[config.mk]
export PLATFORM = sky130hd
export DESIGN_NAME = discrete_output_pulse_blink_unit_flat
export DESIGN_NICKNAME = d
export VERILOG_FILES = /design/src/design/dopb_pkg.sv /design/src/design/dopb_cmd_if.sv /design/src/design/dopb_res_if.sv /design/src/design/dopb_cfg_if.sv /design/src/design/dopb_in_reg.sv /design/src/design/dopb_core.sv /design/src/design/discrete_output_pulse_blink_unit.sv /design/src/flat_wrapper.sv
export VERILOG_INCLUDE_DIRS = /design/src /design/src/design
export SDC_FILE = /design/constraint.sdc
export NUM_CORES = 1
export LEC_CHECK = 0
export ABC_AREA = 1
export BUFFER_PORTS_ARGS = -buffer_cell sky130_fd_sc_hd__buf_4
export CORE_ASPECT_RATIO = 1.5
export CORE_MARGIN = 1
export CORE_UTILIZATION = 50
export DETAILED_ROUTE_END_ITERATION = 8
export HOLD_SLACK_MARGIN = 0.05
export PLACE_DENSITY = 0.72
export RECOVER_POWER = 100
export SLEW_MARGIN = 20
export SYNTH_ARGS = -nofsm -noshare
export SYNTH_HDL_FRONTEND = slang
export SYNTH_SLANG_ARGS = --single-unit
[constraint.sdc]
create_clock -name clk_i -period 1.89 [get_ports clk_i]
set_input_delay 0.378 -clock clk_i [delete_from_list [all_inputs] [get_ports clk_i]]
set_output_delay 0.378 -clock clk_i [all_outputs]
set_load 0.05 [all_outputs]
[src/design/discrete_output_pulse_blink_unit_macros.svh]
// Assertion macros used by the pulse and blink output core design file.
`ifndef DISCRETE_OUTPUT_PULSE_BLINK_UNIT_MACROS_SVH
`define DISCRETE_OUTPUT_PULSE_BLINK_UNIT_MACROS_SVH

`ifndef SYNTHESIS
`define DOPB_ASSERT(lbl, clk, rstn, prop, msg) \
  lbl: assert property (@(posedge clk) disable iff (!rstn) (prop)) else $error(msg);
`define DOPB_NEVER(lbl, clk, rstn, prop, msg) \
  lbl: assert property (@(posedge clk) disable iff (!rstn) !(prop)) else $error(msg);
`else
`define DOPB_ASSERT(lbl, clk, rstn, prop, msg)
`define DOPB_NEVER(lbl, clk, rstn, prop, msg)
`endif

`endif

[src/design/dopb_pkg.sv]
// Types and constants for the pulse and blink output unit.
package dopb_pkg;

  localparam int unsigned MODE_W  = 2;
  localparam int unsigned VALUE_W = 32;

  typedef enum logic [MODE_W-1:0] {
    MODE_TICK  = 2'd0,
    MODE_SET   = 2'd1,
    MODE_PULSE = 2'd2,
    MODE_BLINK = 2'd3
  } mode_e;

  typedef struct packed {
    logic               valid;
    mode_e              mode;
    logic [VALUE_W-1:0] value;
  } stage_t;

endpackage

[src/design/dopb_cmd_if.sv]
// Command channel: mode and value words with valid/ready.
interface dopb_cmd_if;
  logic                             valid;
  logic                             ready;
  logic [dopb_pkg::MODE_W-1:0]      mode;
  logic [dopb_pkg::VALUE_W-1:0]     value;

  modport source (output valid, output mode, output value, input ready);
  modport sink   (input valid, input mode, input value, output ready);
endinterface

[src/design/dopb_res_if.sv]
// Result channel: line level and status words with valid/ready.
interface dopb_res_if;
  logic valid;
  logic ready;
  logic level;
  logic driven;
  logic pulse_active;
  logic blink_active;

  modport source (output valid, output level, output driven, output pulse_active,
                  output blink_active, input ready);
  modport sink   (input valid, input level, input driven, input pulse_active,
                  input blink_active, output ready);
endinterface

[src/design/dopb_cfg_if.sv]
// Configuration write channel carrying the invert_output bit.
interface dopb_cfg_if;
  logic valid;
  logic ready;
  logic invert_output;

  modport source (output valid, output invert_output, input ready);
  modport sink   (input valid, input invert_output, output ready);
endinterface

[src/design/dopb_in_reg.sv]
// Input register stage for command words.
module dopb_in_reg (
  input  logic                 clk_i,
  input  logic                 rst_ni,
  dopb_cmd_if.sink             cmd_i,
  input  logic                 take_i,
  output dopb_pkg::stage_t     stage_o
);

  logic                         valid_q, valid_d;
  dopb_pkg::mode_e              mode_q;
  logic [dopb_pkg::VALUE_W-1:0] value_q;
  logic                         load;

  assign cmd_i.ready = !valid_q || take_i;
  assign load        = cmd_i.valid && cmd_i.ready;

  always_comb begin
    valid_d = valid_q;
    if (load) begin
      valid_d = 1'b1;
    end else if (take_i) begin
      valid_d = 1'b0;
    end
  end

  always_ff @(posedge clk_i or negedge rst_ni) begin
    if (!rst_ni) begin
      valid_q <= 1'b0;
    end else begin
      valid_q <= valid_d;
    end
  end

  always_ff @(posedge clk_i) begin
    if (load) begin
      mode_q  <= dopb_pkg::mode_e'(cmd_i.mode);
      value_q <= cmd_i.value;
    end
  end

  assign stage_o.valid = valid_q;
  assign stage_o.mode  = mode_q;
  assign stage_o.value = value_q;

endmodule

[src/design/dopb_core.sv]
// Line state, pulse/blink countdown and result register.
`include "discrete_output_pulse_blink_unit_macros.svh"

module dopb_core #(
  parameter int unsigned TIME_WIDTH = 32
) (
  input  logic                 clk_i,
  input  logic                 rst_ni,
  input  dopb_pkg::stage_t     stage_i,
  output logic                 take_o,
  dopb_cfg_if.sink             cfg_i,
  dopb_res_if.source           res_o
);

  logic                  invert_q;
  logic                  res_valid_q, res_valid_d;
  logic                  level_q, level_d;
  logic                  driven_q, driven_d;
  logic                  pulse_q, pulse_d;
  logic                  blink_q, blink_d;
  logic [TIME_WIDTH-1:0] rem_q, rem_d;
  logic [TIME_WIDTH-1:0] period_q, period_d;
  logic [63:0]           value_ext;
  logic [TIME_WIDTH-1:0] t;
  logic [TIME_WIDTH-1:0] rem_dec;
  logic [TIME_WIDTH-1:0] period_dec;
  logic                  rem_zero;

  assign cfg_i.ready = 1'b1;
  assign take_o      = stage_i.valid && (!res_valid_q || res_o.ready);

  assign value_ext  = {32'd0, stage_i.value};
  assign t          = value_ext[TIME_WIDTH-1:0];
  assign rem_dec    = rem_q - {{(TIME_WIDTH-1){1'b0}}, 1'b1};
  assign period_dec = period_q - {{(TIME_WIDTH-1){1'b0}}, 1'b1};
  assign rem_zero   = (rem_q == '0);

  always_comb begin
    level_d  = level_q;
    driven_d = driven_q;
    pulse_d  = pulse_q;
    blink_d  = blink_q;
    rem_d    = rem_q;
    period_d = period_q;
    if (take_o) begin
      driven_d = 1'b0;
      case (stage_i.mode)
        dopb_pkg::MODE_SET: begin
          level_d  = stage_i.value[0] ^ invert_q;
          pulse_d  = 1'b0;
          blink_d  = 1'b0;
          driven_d = 1'b1;
        end
        dopb_pkg::MODE_PULSE: begin
          level_d  = 1'b1;
          driven_d = 1'b1;
          rem_d    = t;
          pulse_d  = 1'b1;
          blink_d  = 1'b0;
        end
        dopb_pkg::MODE_BLINK: begin
          level_d  = ~level_q;
          driven_d = 1'b1;
          period_d = t;
          rem_d    = t;
          blink_d  = 1'b1;
          pulse_d  = 1'b0;
        end
        dopb_pkg::MODE_TICK: begin
          if (pulse_q) begin
            if (rem_zero) begin
              level_d  = 1'b0;
              driven_d = 1'b1;
              pulse_d  = 1'b0;
            end else begin
              rem_d = rem_dec;
            end
          end else if (blink_q) begin
            if (rem_zero) begin
              level_d  = ~level_q;
              driven_d = 1'b1;
              rem_d    = (period_q == '0) ? '0 : period_dec;
            end else begin
              rem_d = rem_dec;
            end
          end
        end
        default: begin
          driven_d = driven_q;
        end
      endcase
    end
  end

  always_comb begin
    res_valid_d = res_valid_q;
    if (take_o) begin
      res_valid_d = 1'b1;
    end else if (res_o.ready) begin
      res_valid_d = 1'b0;
    end
  end

  always_ff @(posedge clk_i or negedge rst_ni) begin
    if (!rst_ni) begin
      invert_q    <= 1'b0;
      res_valid_q <= 1'b0;
      level_q     <= 1'b0;
      driven_q    <= 1'b0;
      pulse_q     <= 1'b0;
      blink_q     <= 1'b0;
      rem_q       <= '0;
      period_q    <= '0;
    end else begin
      if (cfg_i.valid) begin
        invert_q <= cfg_i.invert_output;
      end
      res_valid_q <= res_valid_d;
      level_q     <= level_d;
      driven_q    <= driven_d;
      pulse_q     <= pulse_d;
      blink_q     <= blink_d;
      rem_q       <= rem_d;
      period_q    <= period_d;
    end
  end

  assign res_o.valid        = res_valid_q;
  assign res_o.level        = level_q;
  assign res_o.driven       = driven_q;
  assign res_o.pulse_active = pulse_q;
  assign res_o.blink_active = blink_q;

  `DOPB_NEVER(a_pulse_blink_excl, clk_i, rst_ni, pulse_q && blink_q, "pulse and blink both active")
  `DOPB_ASSERT(a_pulse_start, clk_i, rst_ni, (take_o && stage_i.mode == dopb_pkg::MODE_PULSE) |=> (level_q && driven_q && pulse_q && !blink_q), "pulse did not start high")
  `DOPB_ASSERT(a_set_cancels, clk_i, rst_ni, (take_o && stage_i.mode == dopb_pkg::MODE_SET) |=> (!pulse_q && !blink_q && driven_q && level_q == ($past(stage_i.value[0]) ^ invert_q)), "set word mishandled")
  `DOPB_ASSERT(a_idle_tick, clk_i, rst_ni, (take_o && stage_i.mode == dopb_pkg::MODE_TICK && !pulse_q && !blink_q) |=> (!driven_q && $stable(level_q)), "idle tick drove the line")
  `DOPB_ASSERT(a_stall_holds, clk_i, rst_ni, (!take_o) |=> ($stable(level_q) && $stable(rem_q) && $stable(pulse_q) && $stable(blink_q)), "state moved without a word")

endmodule

[src/design/discrete_output_pulse_blink_unit.sv]
// A command word is held in the input register until the core stage takes it; its result is
// then registered in the core and presented on the result port.
// Throughput: one word per cycle; a waiting result holds the core, and the input register
// takes at most one more word until that result leaves.
// The state update is one countdown decrement and compare in the core stage.
// Reset: asynchronous, active low; clears the line, pulse/blink flags, counters,
// invert_output and both valid flags.
module discrete_output_pulse_blink_unit #(
  parameter int unsigned TIME_WIDTH = 32
) (
  input  logic        clk_i,
  input  logic        rst_ni,
  dopb_cmd_if.sink    cmd_i,
  dopb_res_if.source  res_o,
  dopb_cfg_if.sink    cfg_i
);

  dopb_pkg::stage_t stage;
  logic             take;

  dopb_in_reg u_in_reg (
    .clk_i   (clk_i),
    .rst_ni  (rst_ni),
    .cmd_i   (cmd_i),
    .take_i  (take),
    .stage_o (stage)
  );

  dopb_core #(
    .TIME_WIDTH (TIME_WIDTH)
  ) u_core (
    .clk_i   (clk_i),
    .rst_ni  (rst_ni),
    .stage_i (stage),
    .take_o  (take),
    .cfg_i   (cfg_i),
    .res_o   (res_o)
  );

endmodule
[src/flat_wrapper.sv]
// flat-port wrapper written by rule: the top's interface ports become plain ports
module discrete_output_pulse_blink_unit_flat 
#(
  parameter int unsigned TIME_WIDTH = 32
)
  (clk_i, rst_ni, cmd_i_valid, cmd_i_mode, cmd_i_value, cmd_i_ready, res_o_valid, res_o_level, res_o_driven, res_o_pulse_active, res_o_blink_active, res_o_ready, cfg_i_valid, cfg_i_invert_output, cfg_i_ready);
  dopb_cmd_if cmd_i_i ();
  dopb_res_if res_o_i ();
  dopb_cfg_if cfg_i_i ();
  input  logic clk_i;
  input  logic rst_ni;
  input wire logic [$bits(cmd_i_i.valid)-1:0] cmd_i_valid;
  input wire logic [$bits(cmd_i_i.mode)-1:0] cmd_i_mode;
  input wire logic [$bits(cmd_i_i.value)-1:0] cmd_i_value;
  output wire logic [$bits(cmd_i_i.ready)-1:0] cmd_i_ready;
  output wire logic [$bits(res_o_i.valid)-1:0] res_o_valid;
  output wire logic [$bits(res_o_i.level)-1:0] res_o_level;
  output wire logic [$bits(res_o_i.driven)-1:0] res_o_driven;
  output wire logic [$bits(res_o_i.pulse_active)-1:0] res_o_pulse_active;
  output wire logic [$bits(res_o_i.blink_active)-1:0] res_o_blink_active;
  input wire logic [$bits(res_o_i.ready)-1:0] res_o_ready;
  input wire logic [$bits(cfg_i_i.valid)-1:0] cfg_i_valid;
  input wire logic [$bits(cfg_i_i.invert_output)-1:0] cfg_i_invert_output;
  output wire logic [$bits(cfg_i_i.ready)-1:0] cfg_i_ready;
  assign cmd_i_i.valid = cmd_i_valid;
  assign cmd_i_i.mode = cmd_i_mode;
  assign cmd_i_i.value = cmd_i_value;
  assign cmd_i_ready = cmd_i_i.ready;
  assign res_o_valid = res_o_i.valid;
  assign res_o_level = res_o_i.level;
  assign res_o_driven = res_o_i.driven;
  assign res_o_pulse_active = res_o_i.pulse_active;
  assign res_o_blink_active = res_o_i.blink_active;
  assign res_o_i.ready = res_o_ready;
  assign cfg_i_i.valid = cfg_i_valid;
  assign cfg_i_i.invert_output = cfg_i_invert_output;
  assign cfg_i_ready = cfg_i_i.ready;
  discrete_output_pulse_blink_unit #(.TIME_WIDTH(TIME_WIDTH)) u_core (.clk_i(clk_i), .rst_ni(rst_ni), .cmd_i(cmd_i_i), .res_o(res_o_i), .cfg_i(cfg_i_i));
endmodule
=== After elaboration in Yosys (flattened, before gate mapping) ===
Index checks and enable logic that the tools add are counted.

* Bits in registers: 105
* Bits of input ports: 40
* Output and inout bits: 7
* Logic and storage cells: 65

* Add/sub/neg operators: 2
* Equal/unequal tests: 6
* Muxes and demuxes: 23
* Bitwise logic cells: 2
* Reductions and logical operators: 21

{| class="wikitable"
|+ Operators by type and width
! kind !! number
|-
| $mux 32 || 5
|-
| $logic_not 32->1 || 2
|-
| $pmux 32 s2 || 1
|-
| $sub 32x1->32 const B || 2
|-
| $mux 1 || 13
|-
| $reduce_bool 2->1 || 4
|-
| $ne 3x3->1 const B || 2
|-
| $reduce_or 2->1 || 3
|-
| $eq 2x2->1 const B || 2
|-
| $pmux 1 s2 || 2
|-
| $pmux 1 s4 || 1
|-
| $reduce_and 2->1 || 2
|-
| $reduce_and 4->1 || 1
|-
| $pmux 1 s3 || 1
|-
| $reduce_and 3->1 || 1
|-
| $reduce_or 3->1 || 1
|-
| $eq 2x1->1 const B || 1
|-
| $logic_and 1x1->1 || 2
|-
| $logic_not 1->1 || 2
|-
| $logic_not 2->1 || 1
|-
| $logic_or 1x1->1 || 2
|-
| $ne 2x2->1 const B || 1
|-
| $not 1->1 || 1
|-
| $xor 1x1->1 || 1
|}

=== Logic depth before layout (Yosys ltp) ===
* Depth after elaboration: 6
* Mapped depth: 14
* Gate-level depth less buffers: 13

=== Cells and area by module ===
Synthesis repeated with hierarchy kept, for this count alone.

* Cell total of the unflattened synthesis: 915
* Area, all modules: 6571.3 um2

{| class="wikitable"
|+ Modules (own cells, without submodules)
! module !! times used !! cells each !! area each (um2) !! seq. area each (um2)
|-
| dopb_core || 1 || 874 || 5497.8 || 1751.7
|-
| dopb_in_reg || 1 || 41 || 1073.5 || 1046.0
|}

=== Worst setup path before layout ===
No wires, ideal clock.

* Path kind: flip-flop to flip-flop
* Start point: register u_core.u_core.res_valid_q, in the netlist u_core.u_core.res_o.valid
* End point: register u_core.u_in_reg.mode_q[0] (enable)
* Setup time: 0.389 ns
* Data arrival time: 1.891 ns
* Data required time: 1.501 ns
* Setup slack: -0.389 ns
* Stages on the path, launching flop included: 4
* Path buffers: 0
* Clock period less this slack: 2.279 ns
* Cells stage by stage: dfrtp_1 nand3_1 nand2_1 inv_1

* Word-level cells in the longest chain between the ends: 5

{| class="wikitable"
|+ Ends and longest elaborated chain
! element !! line !! text
|-
| from (decl) || dopb_core.sv:16 || <nowiki>logic res_valid_q, res_valid_d;</nowiki>
|-
| from (signal assigned) || dopb_core.sv:118 || <nowiki>res_valid_q <= res_valid_d;</nowiki>
|-
| $logic_not 1->1 || dopb_core.sv:30 || <nowiki>assign take_o = stage_i.valid && (!res_valid_q || res_o.ready);</nowiki>
|-
| $logic_or 1x1->1 || dopb_core.sv:30 ||
|-
| $logic_and 1x1->1 || dopb_core.sv:30 ||
|-
| $logic_or 1x1->1 || dopb_in_reg.sv:15 || <nowiki>assign cmd_i.ready = !valid_q || take_i;</nowiki>
|-
| via cmd_i_ready || flat_wrapper.sv:15 || <nowiki>output wire logic [$bits(cmd_i_i.ready)-1:0] cmd_i_ready;</nowiki>
|-
| $logic_and 1x1->1 || dopb_in_reg.sv:16 || <nowiki>assign load = cmd_i.valid && cmd_i.ready;</nowiki>
|-
| via u_core.u_in_reg.load || dopb_in_reg.sv:13 || <nowiki>logic load;</nowiki>
|-
| to (signal assigned) || dopb_in_reg.sv:37 || <nowiki>mode_q <= dopb_pkg::mode_e'(cmd_i.mode);</nowiki>
|-
| to (decl) || dopb_in_reg.sv:11 || <nowiki>dopb_pkg::mode_e mode_q;</nowiki>
|}

The timed path passes the listed nets, and every way through them passes these cells.
A chain may end at the register's enable or synchronous reset.

=== Worst setup path in the final report ===
* Start point: register u_core.u_core.rem_q[0]
* End point: register u_core.u_core.rem_q[10]

* Word-level cells in the longest chain between the ends: 5
* Elaborated cells on any way between the ends: 9

{| class="wikitable"
|+ Ends and longest elaborated chain
! element !! line !! text
|-
| from (decl) || dopb_core.sv:21 || <nowiki>logic [TIME_WIDTH-1:0] rem_q, rem_d;</nowiki>
|-
| from (signal assigned) || dopb_core.sv:123 || <nowiki>rem_q <= rem_d;</nowiki>
|-
| $sub 32x1->32 / $logic_not 32->1 (equally long branches) || dopb_core.sv:34, dopb_core.sv:36 ||
|-
| $mux 32 || dopb_core.sv:79 || <nowiki>if (rem_zero) begin</nowiki>
|-
| $mux 32 || dopb_core.sv:78 || <nowiki>end else if (blink_q) begin</nowiki>
|-
| $mux 32 || dopb_core.sv:70 || <nowiki>if (pulse_q) begin</nowiki>
|-
| $pmux 32 s2 || dopb_core.sv:47 || <nowiki>case (stage_i.mode)</nowiki>
|}

Parallel ways exist; a longest one is shown, timed or not. The select of a mux whose other input is x is not followed.

==> metrics <==
Site Rows 50; Setup TNS Final 0 ps; Tmin final 1880 ps; max-slew violation count 0; skew final 12.0 ps; layout cells sized above 1 20.7%; final worst slack 5.70 ps; PD cells 1140 nW/um^2; IO Count 47; CP Max Fanout 11; area grow syn2layout 23.7%; max cap viols 0; Clk pwr share 22.0%; status finished clean; cell family contributing the most delay on the critical path simple AND/OR/NAND/NOR gates; Critical Path Most Common Cell nand2_2; Psw 3530 uW; CP Cell Sequence inv_2 -> ha_2 -> nand2_2 -> nor2_4 -> nand2_2 -> nor2_4 -> nand2_2 -> nand2_2 -> nand2_4 -> nand2_8 -> clkbuf_16 -> a21oi_1 -> a21oi_1; flops & latches, synth 105; CP max stage delay 400 ps; CTS clk-pin slew, worst paths 80 ps; Residual DRC 0; die area 13200 sq um; Initial Utilization 51.0%; Nets 1034; Post-Route Utilization 63.0%; initial antenna violation count 0; Syn Area/Cell 7.17 sq um; worst-margin pin slew 940 ps; diode count 0; Setup CP Type reg2reg; # setup viols final 0; global-route wire length before repair 29.8 mm; vias in the first global route 5950; register area share after synthesis 44.1%; Skew-Pair Late Insertion Delay 350 ps; Reg power frac 40.3%; DRT antenna net count 0; Place WS -213 ps; Gate power share 37.7%; Synth Instances 885; worst vdd ir 0.615 mV; post-synthesis net count 928; Arrival @ worst endpoint 2150 ps; Mapped Area 6350 sq um; startpoint types flop; combined area of the multi-input logic cells 3240 sq um; CP bufs+invs 2; CTS Sinks 105; worst r2r src u_core.u_core.rem_q[0]; Critical path origin u_core.u_core.rem_q[0]; CTS Root Cell clkbuf_16; cell internal pwr 5450 uW; core area 12400 sq um; largest net degree at the start of global routing 66; CP Data Required Time 2160 ps; Routability Congestion 0.976; final hold violation count 0; Placement Cell Area 7280 sq um; maximum clock insertion buffer count 2; ratio of routed vias to standard cells 5.50; async set or reset register ratio after synthesis 67.6%; Leak Pwr 0.00343 uW; RSZ-0062 raised after global routing yes; depth of the CTS H-tree 3; total grt overflow 0; total power draw 8980 uW; Tot GR Track Use 29.8%; ys flop type dfrtp_1; Sequential Area 2800 sq um; hold_sp cmd_i_value[1]; Min-Delay Path Class in2reg; final wirelength 19.3 mm; Layout fillers 1172; CTS buffer count 9; Final HPWL DP 14.3 mm; fmax 0.531 GHz; most common cell after layout, fill and taps aside nand2_1; Post-synth EDFFs 34; most frequent cells in the layout nand2_1, nor2_1, a21oi_1, nand3_1, inv_1; 1st-iter DRT viols 545; switching share of power 39.3%; CTS tree built; Wirelength per Cell 16.8 microns; via count 6340; fin area 7850 sq um; Pre-antenna DRT Iters 5; Worst Setup End Kind flop; CP max-delay cell dfrtp_1; die height 140 microns; Distinct cells, synth 33; die span in x 94.0 microns; yosys warns 0; PortBufs 45; Tcrit/Tclk final 99.7%; Max-slew headroom 37.4%
## layout make-up
cell class	count	share of cell area (%)
clock buffer	9	2.87
clock inverter	7	1.08
inverter	86	4.30
multi-input combinational	667	41.2
sequential	105	35.7
tap	156	2.49
timing repair buffer	122	12.4
## worst register-to-register path, delay by kind of cell, from the launching register on
kind,cells,cell delay [ps]
AOI/OAI and AO/OA,2,250
adders and majority gates,1,170
buffers and inverters,2,270
DFF,1,400
and+or+nand+nor,8,710
## through the flow
step	instances	hold slack (ps)
global route	1152	212
detailed placement	1129	373
CTS	1148	195
global placement	1129	372
finish	1152	221
floorplan	885	82.4
## power by group through the flow
| stage | clock network (uW) | logic [uW] | registers (uW) |
|---|---|---|---|
| after floorplan | 0 | 1800 | 3670 |
| after global placement | 0 | 3120 | 3590 |
| after detailed placement | 0 | 3140 | 3600 |
| after CTS | 2000 | 3190 | 3560 |
| after global routing | 2080 | 3750 | 3700 |
| final | 1970 | 3380 | 3620 |
## worst paths after layout
path	to	slack, ps	cells past startpoint
max	u_core.u_core.rem_q[10]	6	13
min	u_core.u_in_reg.value_q[1]	220	1
max reg2reg	u_core.u_core.rem_q[10]	6	13
min reg2reg	u_core.u_core.res_o.driven	500	2
max in group asynchronous	u_core.u_core.period_q[24]	170	3
min in group asynchronous	u_core.u_core.invert_q	700	2
## cells in the mapped netlist (all sizes together) (5+ instances only)
library cell | n | area (sq um)
edfxtp | 34 | 1020
nor2 | 194 | 763
nand3b | 5 | 37.5
dfrtp | 71 | 1780
o21bai | 5 | 37.5
nand2 | 209 | 807
nand3 | 83 | 428
inv | 86 | 323
nor3 | 5 | 25.0
o21ai | 31 | 155
nand4 | 5 | 31.3
buf | 24 | 174
xor2 | 16 | 140
a21oi | 104 | 521
## per-layer routing
| layer | vias to the layer above | routed length, microns | GRT usage [%] |
|---|---|---|---|
| met3 | 56 | 1010 | 3.69 |
| met5 | - | 0 | 0 |
| met4 | 0 | 898 | 12.7 |
| met1 | 2946 | 7820 | 38.7 |
| met2 | 257 | 9610 | 49.8 |
| li1 | 3081 | - | - |
## registers in the layout, indices dropped and copies added (netlist names)
signal and count:
u_core.u_core.res_o.blink_active 1, u_core.u_core.res_o.driven 1, u_core.u_core.res_o.level 1, u_core.u_in_reg.value_q 32, u_core.u_core.res_o.valid 1, u_core.u_core.invert_q 1, u_core.u_core.res_o.pulse_active 1, u_core.u_core.period_q 32
u_core.u_core.rem_q 32, u_core.u_in_reg.mode_q 2, u_core.u_in_reg.valid_q 1
## what timing repair did
item,CTS,global route
resized for setup,13,61
pin swaps,2,11
cloned,0,2
endpoints found under the setup margin,32,33
endpoints found under the hold margin,31,0
setup buffers,2,2
hold buffers,1,0
## logic make-up after synthesis
| group | share of synthesized area (%) |
|---|---|
| and+or+nand+nor | 33.1 |
| AOI/OAI and AO/OA | 11.5 |
| buffers and inverters | 8.02 |
| DFF | 44.1 |
| xor gates and xnor gates | 2.48 |
| adders and majority gates | 0.592 |
| other | 0.0591 |
| muxes | 0.177 |
(Power assumes the default switching activity.)
